## src/hw/rtl/mcpg_pkg.sv

```systemverilog
`default_nettype none

package mcpg_pkg;

	// default geometry of the generator
	localparam int COORD_BITS_DEF  = 10;
	localparam int RADIUS_BITS_DEF = 9;

	// depth of the step queue between front and back
	localparam int QUEUE_DEPTH = 2;

	// points emitted by one step and the width of their index
	localparam int POINTS_PER_STEP = 8;
	localparam int POINT_IDX_BITS  = 3;

	// command codes
	localparam logic CMD_START = 1'b0;
	localparam logic CMD_STEP  = 1'b1;

endpackage

`default_nettype wire

```

## src/hw/rtl/mcpg_front.sv

```systemverilog
`default_nettype none

module mcpg_front #(
	parameter int COORD_BITS  = mcpg_pkg::COORD_BITS_DEF,
	parameter int RADIUS_BITS = mcpg_pkg::RADIUS_BITS_DEF,
	localparam int REC_W      = 2 * COORD_BITS + 2 * RADIUS_BITS + 1
) (
	input  wire logic                   clk,
	input  wire logic                   arst_n,
	input  wire logic                   push,
	output logic                        full,
	input  wire logic                   command,
	input  wire logic [COORD_BITS-1:0]  center_x,
	input  wire logic [COORD_BITS-1:0]  center_y,
	input  wire logic [RADIUS_BITS-1:0] radius,
	input  wire logic                   rec_full,
	output logic                        rec_push,
	output logic [REC_W-1:0]            rec_data
);

	localparam int DW = RADIUS_BITS + 3;
	localparam logic signed [DW-1:0] ONE = DW'(1);

	logic [RADIUS_BITS-1:0] offset_h_q;
	logic [RADIUS_BITS-1:0] offset_v_q;
	logic signed [DW-1:0]   decision_q;
	logic [COORD_BITS-1:0]  held_cx_q;
	logic [COORD_BITS-1:0]  held_cy_q;
	logic                   active_q;

	logic                   accept;
	logic                   do_step;
	logic [RADIUS_BITS-1:0] h_new;
	logic [RADIUS_BITS-1:0] v_new;
	logic signed [DW-1:0]   h_ext;
	logic signed [DW-1:0]   v_ext;
	logic signed [DW-1:0]   d_new;
	logic                   still_active;

	// hold off the producer while the step queue is full
	assign full    = rec_full;
	assign accept  = push && !rec_full;
	assign do_step = accept && (command == mcpg_pkg::CMD_STEP) && active_q
		&& (offset_v_q > offset_h_q);

	// one midpoint iteration
	always_comb begin
		h_new = offset_h_q + RADIUS_BITS'(1);
		if (decision_q < 0) begin
			v_new = offset_v_q;
		end else begin
			v_new = offset_v_q - RADIUS_BITS'(1);
		end
		h_ext = $signed({3'b000, h_new});
		v_ext = $signed({3'b000, v_new});
		if (decision_q < 0) begin
			d_new = decision_q + (h_ext <<< 1) + ONE;
		end else begin
			d_new = decision_q + ((h_ext - v_ext) <<< 1) + ONE;
		end
		still_active = v_new > h_new;
	end

	// update circle state on each transfer
	always_ff @(posedge clk or negedge arst_n) begin
		if (!arst_n) begin
			offset_h_q <= '0;
			offset_v_q <= '0;
			decision_q <= '0;
			held_cx_q  <= '0;
			held_cy_q  <= '0;
			active_q   <= 1'b0;
		end else if (accept) begin
			if (command == mcpg_pkg::CMD_START) begin
				held_cx_q  <= center_x;
				held_cy_q  <= center_y;
				offset_h_q <= '0;
				offset_v_q <= radius;
				decision_q <= ONE - $signed({3'b000, radius});
				active_q   <= radius != '0;
			end else if (do_step) begin
				offset_h_q <= h_new;
				offset_v_q <= v_new;
				decision_q <= d_new;
				active_q   <= still_active;
			end
		end
	end

	// hand the updated offsets to the back end
	assign rec_push = do_step;
	assign rec_data = {!still_active, held_cy_q, held_cx_q, v_new, h_new};

endmodule

`default_nettype wire

```

## src/hw/rtl/mcpg_queue.sv

```systemverilog
`default_nettype none

module mcpg_queue #(
	parameter int WIDTH = 1,
	parameter int DEPTH = mcpg_pkg::QUEUE_DEPTH
) (
	input  wire logic             clk,
	input  wire logic             arst_n,
	input  wire logic             wr_en,
	input  wire logic [WIDTH-1:0] wr_data,
	output logic                  q_full,
	input  wire logic             rd_en,
	output logic [WIDTH-1:0]      rd_data,
	output logic                  q_empty
);

	localparam int PW = (DEPTH > 1) ? $clog2(DEPTH) : 1;
	localparam int CW = $clog2(DEPTH + 1);

	logic [WIDTH-1:0] mem_q [DEPTH];
	logic [PW-1:0]    wr_ptr_q;
	logic [PW-1:0]    rd_ptr_q;
	logic [CW-1:0]    count_q;
	logic             do_wr;
	logic             do_rd;

	assign q_full  = count_q == CW'(DEPTH);
	assign q_empty = count_q == '0;
	assign do_wr   = wr_en && !q_full;
	assign do_rd   = rd_en && !q_empty;
	assign rd_data = mem_q[rd_ptr_q];

	// store entries
	always_ff @(posedge clk) begin
		if (do_wr) begin
			mem_q[wr_ptr_q] <= wr_data;
		end
	end

	// advance pointers and count
	always_ff @(posedge clk or negedge arst_n) begin
		if (!arst_n) begin
			wr_ptr_q <= '0;
			rd_ptr_q <= '0;
			count_q  <= '0;
		end else begin
			if (do_wr) begin
				wr_ptr_q <= (wr_ptr_q == PW'(DEPTH - 1)) ? '0 : wr_ptr_q + PW'(1);
			end
			if (do_rd) begin
				rd_ptr_q <= (rd_ptr_q == PW'(DEPTH - 1)) ? '0 : rd_ptr_q + PW'(1);
			end
			if (do_wr && !do_rd) begin
				count_q <= count_q + CW'(1);
			end else if (do_rd && !do_wr) begin
				count_q <= count_q - CW'(1);
			end
		end
	end

endmodule

`default_nettype wire

```

## src/hw/rtl/mcpg_back.sv

```systemverilog
`default_nettype none

module mcpg_back #(
	parameter int COORD_BITS  = mcpg_pkg::COORD_BITS_DEF,
	parameter int RADIUS_BITS = mcpg_pkg::RADIUS_BITS_DEF,
	localparam int REC_W      = 2 * COORD_BITS + 2 * RADIUS_BITS + 1,
	localparam int OUT_BITS   = COORD_BITS + 2
) (
	input  wire logic                       clk,
	input  wire logic                       arst_n,
	input  wire logic                       rec_empty,
	input  wire logic [REC_W-1:0]           rec_data,
	output logic                            rec_pop,
	output logic                            empty,
	input  wire logic                       pop,
	output logic signed [OUT_BITS-1:0]      point_x,
	output logic signed [OUT_BITS-1:0]      point_y,
	output logic                            last_of_step,
	output logic                            circle_done
);

	localparam int IB = mcpg_pkg::POINT_IDX_BITS;
	localparam int W  = OUT_BITS + RADIUS_BITS;
	localparam logic [IB-1:0] LAST_IDX = IB'(mcpg_pkg::POINTS_PER_STEP - 1);

	logic [REC_W-1:0]          rec_q;
	logic                      rec_valid_q;
	logic [IB-1:0]             idx_q;
	logic                      out_valid_q;
	logic [OUT_BITS-1:0]       px_q;
	logic [OUT_BITS-1:0]       py_q;
	logic                      last_q;
	logic                      done_q;

	logic [RADIUS_BITS-1:0]    rh;
	logic [RADIUS_BITS-1:0]    rv;
	logic [COORD_BITS-1:0]     rcx;
	logic [COORD_BITS-1:0]     rcy;
	logic                      rdone;
	logic                      out_take;
	logic                      load_out;
	logic                      rec_free;
	logic [W-1:0]              xa;
	logic [W-1:0]              ya;
	logic [W-1:0]              cxw;
	logic [W-1:0]              cyw;
	logic [W-1:0]              px_w;
	logic [W-1:0]              py_w;

	assign {rdone, rcy, rcx, rv, rh} = rec_q;

	// handshake between record, point index and output register
	assign out_take = pop && out_valid_q;
	assign load_out = rec_valid_q && (!out_valid_q || out_take);
	assign rec_free = !rec_valid_q || (load_out && (idx_q == LAST_IDX));
	assign rec_pop  = rec_free && !rec_empty;

	// pick the octant: bit 2 swaps offsets, bit 1 negates x, bit 0 negates y
	always_comb begin
		cxw = W'(rcx);
		cyw = W'(rcy);
		xa  = idx_q[2] ? W'(rv) : W'(rh);
		ya  = idx_q[2] ? W'(rh) : W'(rv);
		px_w = idx_q[1] ? (cxw - xa) : (cxw + xa);
		py_w = idx_q[0] ? (cyw - ya) : (cyw + ya);
	end

	// hold the current step record and walk its eight points
	always_ff @(posedge clk or negedge arst_n) begin
		if (!arst_n) begin
			rec_valid_q <= 1'b0;
			idx_q       <= '0;
			out_valid_q <= 1'b0;
		end else begin
			if (rec_free) begin
				rec_valid_q <= !rec_empty;
			end
			if (load_out) begin
				idx_q <= idx_q + IB'(1);
			end
			if (load_out) begin
				out_valid_q <= 1'b1;
			end else if (out_take) begin
				out_valid_q <= 1'b0;
			end
		end
	end

	// payload registers
	always_ff @(posedge clk) begin
		if (rec_pop) begin
			rec_q <= rec_data;
		end
		if (load_out) begin
			px_q   <= px_w[OUT_BITS-1:0];
			py_q   <= py_w[OUT_BITS-1:0];
			last_q <= idx_q == LAST_IDX;
			done_q <= rdone;
		end
	end

	assign empty        = !out_valid_q;
	assign point_x      = $signed(px_q);
	assign point_y      = $signed(py_q);
	assign last_of_step = last_q;
	assign circle_done  = done_q;

	// a waiting point is never overwritten
	a_out_hold: assert property (@(posedge clk) disable iff (!arst_n)
		(out_valid_q && !pop) |=> (out_valid_q && $stable(px_q) && $stable(py_q)))
		else $error("waiting point changed before transfer");

	// the point index rests at zero between records
	a_idx_idle: assert property (@(posedge clk) disable iff (!arst_n)
		!rec_valid_q |-> (idx_q == '0))
		else $error("point index not at zero without a record");

	// a freed slot with a queued record is refilled next cycle
	a_refill: assert property (@(posedge clk) disable iff (!arst_n)
		(rec_free && !rec_empty) |=> rec_valid_q)
		else $error("record slot not refilled");

	// the eighth point of a step closes its record
	a_last_close: assert property (@(posedge clk) disable iff (!arst_n)
		(load_out && (idx_q == LAST_IDX) && rec_empty) |=> !rec_valid_q)
		else $error("record kept after its last point");

endmodule

`default_nettype wire

```

## src/hw/rtl/midpoint_circle_point_generator_unit.sv

```systemverilog
// Path: a step command enters the step queue, then the record register; its first point
// then goes to the output register. Throughput: one point per cycle from the output register
// while pop is held; a start command emits nothing.
// Steps are queued between the front and back ends, so the input stalls only when
// the step queue is full while the back end walks its points.
// Reset: arst_n asynchronous active low clears all control state; no circle active.
`default_nettype none

module midpoint_circle_point_generator_unit #(
	parameter int COORD_BITS  = mcpg_pkg::COORD_BITS_DEF,
	parameter int RADIUS_BITS = mcpg_pkg::RADIUS_BITS_DEF,
	localparam int OUT_BITS   = COORD_BITS + 2
) (
	input  wire logic                   clk,
	input  wire logic                   arst_n,
	input  wire logic                   push,
	output logic                        full,
	input  wire logic                   command,
	input  wire logic [COORD_BITS-1:0]  center_x,
	input  wire logic [COORD_BITS-1:0]  center_y,
	input  wire logic [RADIUS_BITS-1:0] radius,
	output logic                        empty,
	input  wire logic                   pop,
	output logic signed [OUT_BITS-1:0]  point_x,
	output logic signed [OUT_BITS-1:0]  point_y,
	output logic                        last_of_step,
	output logic                        circle_done
);

	localparam int REC_W = 2 * COORD_BITS + 2 * RADIUS_BITS + 1;

	logic             rec_push;
	logic [REC_W-1:0] rec_wdata;
	logic             rec_full;
	logic             rec_pop;
	logic [REC_W-1:0] rec_rdata;
	logic             rec_empty;

	// accept commands and run the midpoint iteration
	mcpg_front #(
		.COORD_BITS  (COORD_BITS),
		.RADIUS_BITS (RADIUS_BITS)
	) u_front (
		.clk      (clk),
		.arst_n   (arst_n),
		.push     (push),
		.full     (full),
		.command  (command),
		.center_x (center_x),
		.center_y (center_y),
		.radius   (radius),
		.rec_full (rec_full),
		.rec_push (rec_push),
		.rec_data (rec_wdata)
	);

	// decouple iteration from point emission
	mcpg_queue #(
		.WIDTH (REC_W),
		.DEPTH (mcpg_pkg::QUEUE_DEPTH)
	) u_queue (
		.clk     (clk),
		.arst_n  (arst_n),
		.wr_en   (rec_push),
		.wr_data (rec_wdata),
		.q_full  (rec_full),
		.rd_en   (rec_pop),
		.rd_data (rec_rdata),
		.q_empty (rec_empty)
	);

	// emit the eight symmetric points of each step
	mcpg_back #(
		.COORD_BITS  (COORD_BITS),
		.RADIUS_BITS (RADIUS_BITS)
	) u_back (
		.clk          (clk),
		.arst_n       (arst_n),
		.rec_empty    (rec_empty),
		.rec_data     (rec_rdata),
		.rec_pop      (rec_pop),
		.empty        (empty),
		.pop          (pop),
		.point_x      (point_x),
		.point_y      (point_y),
		.last_of_step (last_of_step),
		.circle_done  (circle_done)
	);

endmodule

`default_nettype wire
```

## config.mk

```make
export PLATFORM = sky130hd
export DESIGN_NAME = midpoint_circle_point_generator_unit
export DESIGN_NICKNAME = d
export VERILOG_FILES = /design/src/hw/rtl/mcpg_pkg.sv /design/src/hw/rtl/mcpg_front.sv /design/src/hw/rtl/mcpg_queue.sv /design/src/hw/rtl/mcpg_back.sv /design/src/hw/rtl/midpoint_circle_point_generator_unit.sv
export SDC_FILE = /design/constraint.sdc
export NUM_CORES = 1
export LEC_CHECK = 0
export BUFFER_PORTS_ARGS = -buffer_cell sky130_fd_sc_hd__clkbuf_2
export CORE_MARGIN = 3
export CORE_UTILIZATION = 35
export DETAILED_ROUTE_END_ITERATION = 8
export SKIP_CTS_REPAIR_TIMING = 1
export SLEW_MARGIN = 20
export SYNTH_ARGS = -nofsm -noshare
export SYNTH_HDL_FRONTEND = slang
export SYNTH_HIERARCHICAL = 1
export SYNTH_SLANG_ARGS = --single-unit
```

## constraint.sdc

```tcl
create_clock -name clk -period 5.4 [get_ports clk]
set_clock_uncertainty 0.2 [all_clocks]
set_input_delay 0.27 -clock clk [delete_from_list [all_inputs] [get_ports clk]]
set_output_delay 0.27 -clock clk [all_outputs]
set_load 0.01 [all_outputs]
```

## Word level (Yosys, flattened, before mapping)

Memories as Yosys holds them, arrays and structs flattened. A register that Yosys moved wholly into a read port is not among the register bits.
Cells that the tools add are included.

- Register bits: 86
- Logic and storage cells: 90
- Output and inout port bits: 28
- Memories: 1
- Bits of input ports: 34
- Memory bits (read-only): 0
- Memory bits (writable): 78
- Bits in latches: 0

- Reductions and logical operators: 27
- Div/mod/pow operators: 0
- Shifts and indexed selects: 0
- Bitwise gates (word level): 1
- Add/subtract/negate cells: 17
- Equality and inequality tests: 3
- Multipliers: 0
- Magnitude comparators: 3
- Mux-type cells: 22

Memory list:

| memory | depth | bits a word | read ports | clocked after memory_dff | wr ports | line | text |
|---|---|---|---|---|---|---|---|
| u_queue.mem_q | 2 | 39 | 1 | 1 | 1 | mcpg_queue.sv:20 | `logic [WIDTH-1:0] mem_q [DEPTH];` |

Operators with widths:

| kind | count |
|---|---|
| $mux 9 | 7 |
| $mux 12 | 5 |
| $add 10x12->12 | 2 |
| $add 12x11->12 | 2 |
| $add 12x2->12 const B | 2 |
| $sub 10x12->12 | 2 |
| $gt 9x9->1 | 2 |
| $logic_and 1x1->1 | 12 |
| $lt 12x1->1 const B | 1 |
| $sub 1x9->10 const A | 1 |
| $sub 9x9->10 | 1 |
| $add 9x1->9 const B | 1 |
| $reduce_bool 9->1 | 1 |
| $sub 9x1->9 const B | 1 |
| $mux 1 | 8 |
| $logic_not 1->1 | 7 |
| $mux 2 | 2 |
| $reduce_and 2->1 | 2 |
| $reduce_bool 2->1 | 2 |
| $add 3x1->3 const B | 1 |
| $eq 3x3->1 const B | 1 |
| $add 1x1->1 const B | 2 |
| $add 2x1->2 const B | 1 |
| $eq 2x2->1 const B | 1 |
| other kinds (5) | 6 |

## Logic depth before layout (Yosys ltp)

- Depth in word-level cells: 11
- Mapped depth: 21
- Depth with buffers taken out: 21

## By module

Netlist, hierarchy kept.

By module, submodules not included:

| module | cells an instance | instances | sequential area each (µm²) | area each (µm²) |
|---|---|---|---|---|
| mcpg_front | 512 | 1 | 1276.2 | 4107.7 |
| mcpg_back | 338 | 1 | 2077.0 | 4095.2 |
| mcpg_queue | 140 | 1 | 2442.3 | 3007.9 |

## Worst setup path before layout

OpenSTA, ideal clock, no wires.

- Kind: reg2reg
- Start point: register u_front.offset_h_q[2]
- End point: memory u_queue/mem_q[0][0] (netlist name) (enable)
- Setup time: 0.435 ns
- Stages on the path, launching flop included: 12
- Slack: 0.757 ns
- Arrival time: 4.007 ns
- Data required time: 4.765 ns
- Path buffers: 3
- Cell sequence: dfrtp_1 > clkbuf_1 > inv_1 > ha_1 > and4_1 > nand3_1 > o221ai_1 > a41oi_1 > clkbuf_1 > clkbuf_1 > nand2_1 > nor2_1

- Longest elaborated chain between the ends: 5

Ends and longest elaborated chain:

| item | line | text |
|---|---|---|
| start: declaration | mcpg_front.sv:24 | `logic [RADIUS_BITS-1:0] offset_h_q;` |
| start signal: assignment | mcpg_front.sv:82 | `offset_h_q <= h_new;` |
| $gt 9x9->1 | mcpg_front.sv:44 | `&& (offset_v_q > offset_h_q);` |
| $logic_and 1x1->1 | mcpg_front.sv:44 |  |
| via rec_push | midpoint_circle_point_generator_unit.sv:32 | `logic rec_push;` |
| $logic_and 1x1->1 | mcpg_queue.sv:29 | `assign do_wr = wr_en && !q_full;` |
| $mux 1 | mcpg_queue.sv:35 | `if (do_wr) begin` |
| $mux 1 (not written as such) | mcpg_queue.sv:36 | `mem_q[wr_ptr_q] <= wr_data;` |
| end: declaration | mcpg_queue.sv:20 |  |

The timed path passes the listed nets, and every way through them passes these cells.

## Final worst setup path

- Start point: register u_front.decision_q[11]
- End point: register u_front.decision_q[10]

- Longest elaborated chain between the ends: 8

Ends and longest elaborated chain:

| item | line | text |
|---|---|---|
| start: declaration | mcpg_front.sv:26 | `logic signed [DW-1:0] decision_q;` |
| start signal: assignment | mcpg_front.sv:79 | `decision_q <= ONE - $signed({3'b000, radius});` |
| start signal: assignment | mcpg_front.sv:84 | `decision_q <= d_new;` |
| $lt 12x1->1 (*) | mcpg_front.sv:49, mcpg_front.sv:56 |  |
| $mux 9 | mcpg_front.sv:49 | `if (decision_q < 0) begin` |
| $sub 9x9->10 | mcpg_front.sv:59 | `d_new = decision_q + ((h_ext - v_ext) <<< 1) + ONE;` |
| $add 12x11->12 | mcpg_front.sv:59 |  |
| $add 12x2->12 | mcpg_front.sv:59 |  |
| $mux 12 (*) | mcpg_front.sv:56 | `if (decision_q < 0) begin` |
| $mux 12 (*) | mcpg_front.sv:81 | `end else if (do_step) begin` |
| $mux 12 (*) | mcpg_front.sv:74 | `if (command == mcpg_pkg::CMD_START) begin` |

Mark *: on every way between the ends. The rest lies on a longest branch, timed or not. The select of a mux whose other input is x is not followed.
A chain may end at the register's enable or synchronous reset.

==> out/results.ini <==
[synth]
synth-edff-count = 143
synth_cell_types = 73
avgSynthCellArea_um2 = 11.3
synth_nets = 1113
yosysSeqAreaShare_pct = 51.7
ys_ff_latch = 203
netlist_area_mm2 = 0.0112
synthFlopType = edfxtp_1
synthCells = 990
synthArstFlopShare_pct = 29.6
yosys_warnings = 6

[sta]
max_freq_ghz = 0.235
finalSetupTns_ns = 0
finalSetupViolCount = 0
rsz0062_at_grt = false
min_period_ns = 4.26
drv_slew = 0
hold_viol_final = 0
slew_headroom_pct = 32.2
min_period_over_period_pct = 78.9
tightest_slew_ns = 1.02

[worst_setup_path]
critPathLaunchType = flip-flop
criticalPathCategory = reg -> reg
endpoint_kind = flip-flop
worstPathRequired_ns = 5.64
r2r_end = u_front/decision_q[10]
cp.arrival_ns = 4.50
cp_max_fo = 9
reg2reg_slack_ns = 1.14
r2r-start = u_front/decision_q[11]
r2r_cells = 16

[die]
die_w_um = 185
chipHeight_um = 185
initial_utilization_pct = 36.1
dieArea_mm2 = 0.0342
std_cell_rows = 64
coreArea_mm2 = 0.0311
io-pin-count = 62

[routing]
drtIter0Drc = 425
finalWirelength_um = 24400
vias_per_cell = 5.07
drc = 0
wl_per_cell_um = 16.3
drtPass1Iterations = 5
vias = 7595
ant_nets = 0

[power]
finalPower_w = 0.00748
power.share.clock_pct = 20.4
power_frac_comb_pct = 45.2
pwr-share-seq_pct = 34.3
intPower_w = 0.00463
leakage_nw = 5.35
power.density_mw_per_mm2 = 575
ir_drop_mv = 0.260
p_switching_w = 0.00286
sw_frac_of_total_pct = 38.2

[cells_and_area]
area_growth_pct = 16.1
final_util_pct = 41.9
final_cell_count_no_fill = 1497
nets = 1207
num-fill-cells = 2952
diodes = 0
drive_above_1_share_pct = 16.0
stdcell_area_mm2 = 0.0130

[flow_run]
cap_violations = 0

[cts]
clk_latency_ns = 0.52
clockBufferDepth = 3
cts_tree = built
cts-htree-levels = 1
cts_num_sinks = 203
root_buffer = clkbuf_16
path_clk_slew_ns = 0.06
cts_inserted_buffers = 24

[grt]
grt_max_degree = 61
track_usage_pct = 14.2
gr-total-overflow = 0
first_global_vias = 7230
grt_pass1_wl_um = 38400
antenna_found_initial = 0

[worst_hold_path]
hold_start = radius[3]
hold_class = in -> reg
hold_end = u_front/offset_v_q[3]
hold_depth = 3

[placed_design]
placed_cells = 1424
hpwl_um = 17300
placed_area_mm2 = 0.0120
gp_congestion = 0.821
portBuffers = 61

[run_status]
outcome = finished, final reports clean

## metrics by stage
stage | setup WS, ns | hold slack (ns)
finish | 1.14 | 0.0212
global route | 0.828 | 0.0160
CTS | 1.16 | -0.291
detailed placement | 1.18 | 0.236
global placement | 1.23 | 0.244
floorplan | 0.757 | -0.226
## power groups by stage
stage,clock network (W),registers [W],logic (W)
floorplan,0,0.00251,0.00261
global placement,0,0.00259,0.00330
detailed placement,0,0.00261,0.00335
CTS,0.00157,0.00258,0.00337
global route,0.00163,0.00263,0.00382
finish,0.00153,0.00257,0.00339
## critical path, cell delays in order, from the launching register on
cell	delay, ns
dfrtp_1	0.51
or4_1	0.67
xor2_1	0.28
ha_1	0.30
o21a_1	0.13
o21ai_0	0.19
nand2_2	0.07
o21a_1	0.20
a21o_1	0.20
a21oi_1	0.17
xnor2_1	0.17
ha_1	0.29
and3_1	0.16
a211oi_1	0.28
xnor2_1	0.16
a21oi_1	0.08
a21oi_1	0.14
## final cells by class
type	instances	area [um2]	share of cell area, %
Sequential cell	203	5800	44.5
Multi-Input combinational cell	682	5000	38.4
Timing Repair Buffer	103	696	5.34
Clock buffer	30	633	4.86
Tap cell	396	495	3.81
Inverter	70	277	2.12
Clock inverter	13	118	0.903
## kinds of logic after synthesis
group	count (synthesis)	synth area share, %
AO/OA/AOI/OAI	205	11.9
XOR/XNOR	61	4.77
adder cells (fa/ha/maj)	89	10.4
buffers and inverters	105	3.91
flip-flops	203	51.7
multiplexers	67	6.48
AND/OR/NAND/NOR	260	10.8
## placed cells by master, fill, tap and decap left out, types with 11 or more instances in the layout
master	synthesis	layout
nor2_1	45	44
inv_1	67	66
nor2b_1	11	11
dlygate4sd3_1	0	30
o21ai_0	44	44
clkbuf_2	0	60
nand2b_1	12	12
dfrtp_1	60	60
xor2_1	23	23
a21oi_1	58	57
mux2_2	45	45
nand3_1	17	17
ha_1	82	82
mux2i_1	22	22
edfxtp_1	143	143
clkbuf_16	0	24
nor3_1	20	20
nand2_1	112	112
buf_4	6	12
xnor2_1	38	38
## state kept, by name, indices dropped and copies added (netlist names), 2 cells and up
register	cells
u_front/offset_v_q	9
u_back/point_x	12
u_back/point_y	12
u_front/held_cy_q	10
u_back/idx_q	3
u_front/offset_h_q	9
u_back/rec_q	39
u_front/decision_q	12
u_front/held_cx_q	10
u_queue/mem_q	78
u_queue/count_q	2
## metal layers
metal / track usage [%] / routed length, um / up-vias
met4: 3.51 / 502 / 0
met1: 19.8 / 11800 / 3642
met2: 23.2 / 11200 / 157
met3: 2.18 / 985 / 37
met5: 0 / 0 / -
li1: - / - / 3759
## how the worst max path moves through the flow
stage               slack (ns)  depth (start not counted)                endpoint                   start
floorplan                 0.76                         11     u_queue/mem_q[0][0]   u_front/offset_h_q[2]
global placement          1.23                         16  u_front/decision_q[10]  u_front/decision_q[11]
detailed placement        1.18                         17  u_front/decision_q[10]   u_front/offset_h_q[0]
CTS                       1.16                         17  u_front/decision_q[10]   u_front/offset_h_q[0]
global route              0.83                         17  u_front/decision_q[10]   u_front/offset_h_q[0]
finish                    1.14                         16  u_front/decision_q[10]  u_front/decision_q[11]
## Yosys cell counts (all sizes together), types with 3 or more instances
master,number,area share [%]
fa,7,1.2
a21boi,3,0.20
nand2,114,3.9
o211ai,10,0.71
o22ai,6,0.33
a21oi,59,2.7
nor3,20,0.89
o21a,8,0.54
o31ai,9,0.60
o21ai,50,2.2
nand3,17,0.76
xor2,23,1.8
or4,7,0.50
o21bai,5,0.33
or3,6,0.36
nand2b,12,0.67
nand4,5,0.28
a31oi,7,0.39
xnor2,38,3.0
mux2i,22,2.0
and3,11,0.61
o31a,3,0.23
edfxtp,143,38
buf,14,0.74
clkbuf,21,0.70
o22a,3,0.25
a211oi,8,0.58
inv,69,2.3
nor2,45,1.5
ha,82,9.2
nor3b,3,0.20
dfrtp,60,13
mux2,45,4.5
a21o,10,0.67
nor2b,11,0.61
(Power assumes the default switching activity.)
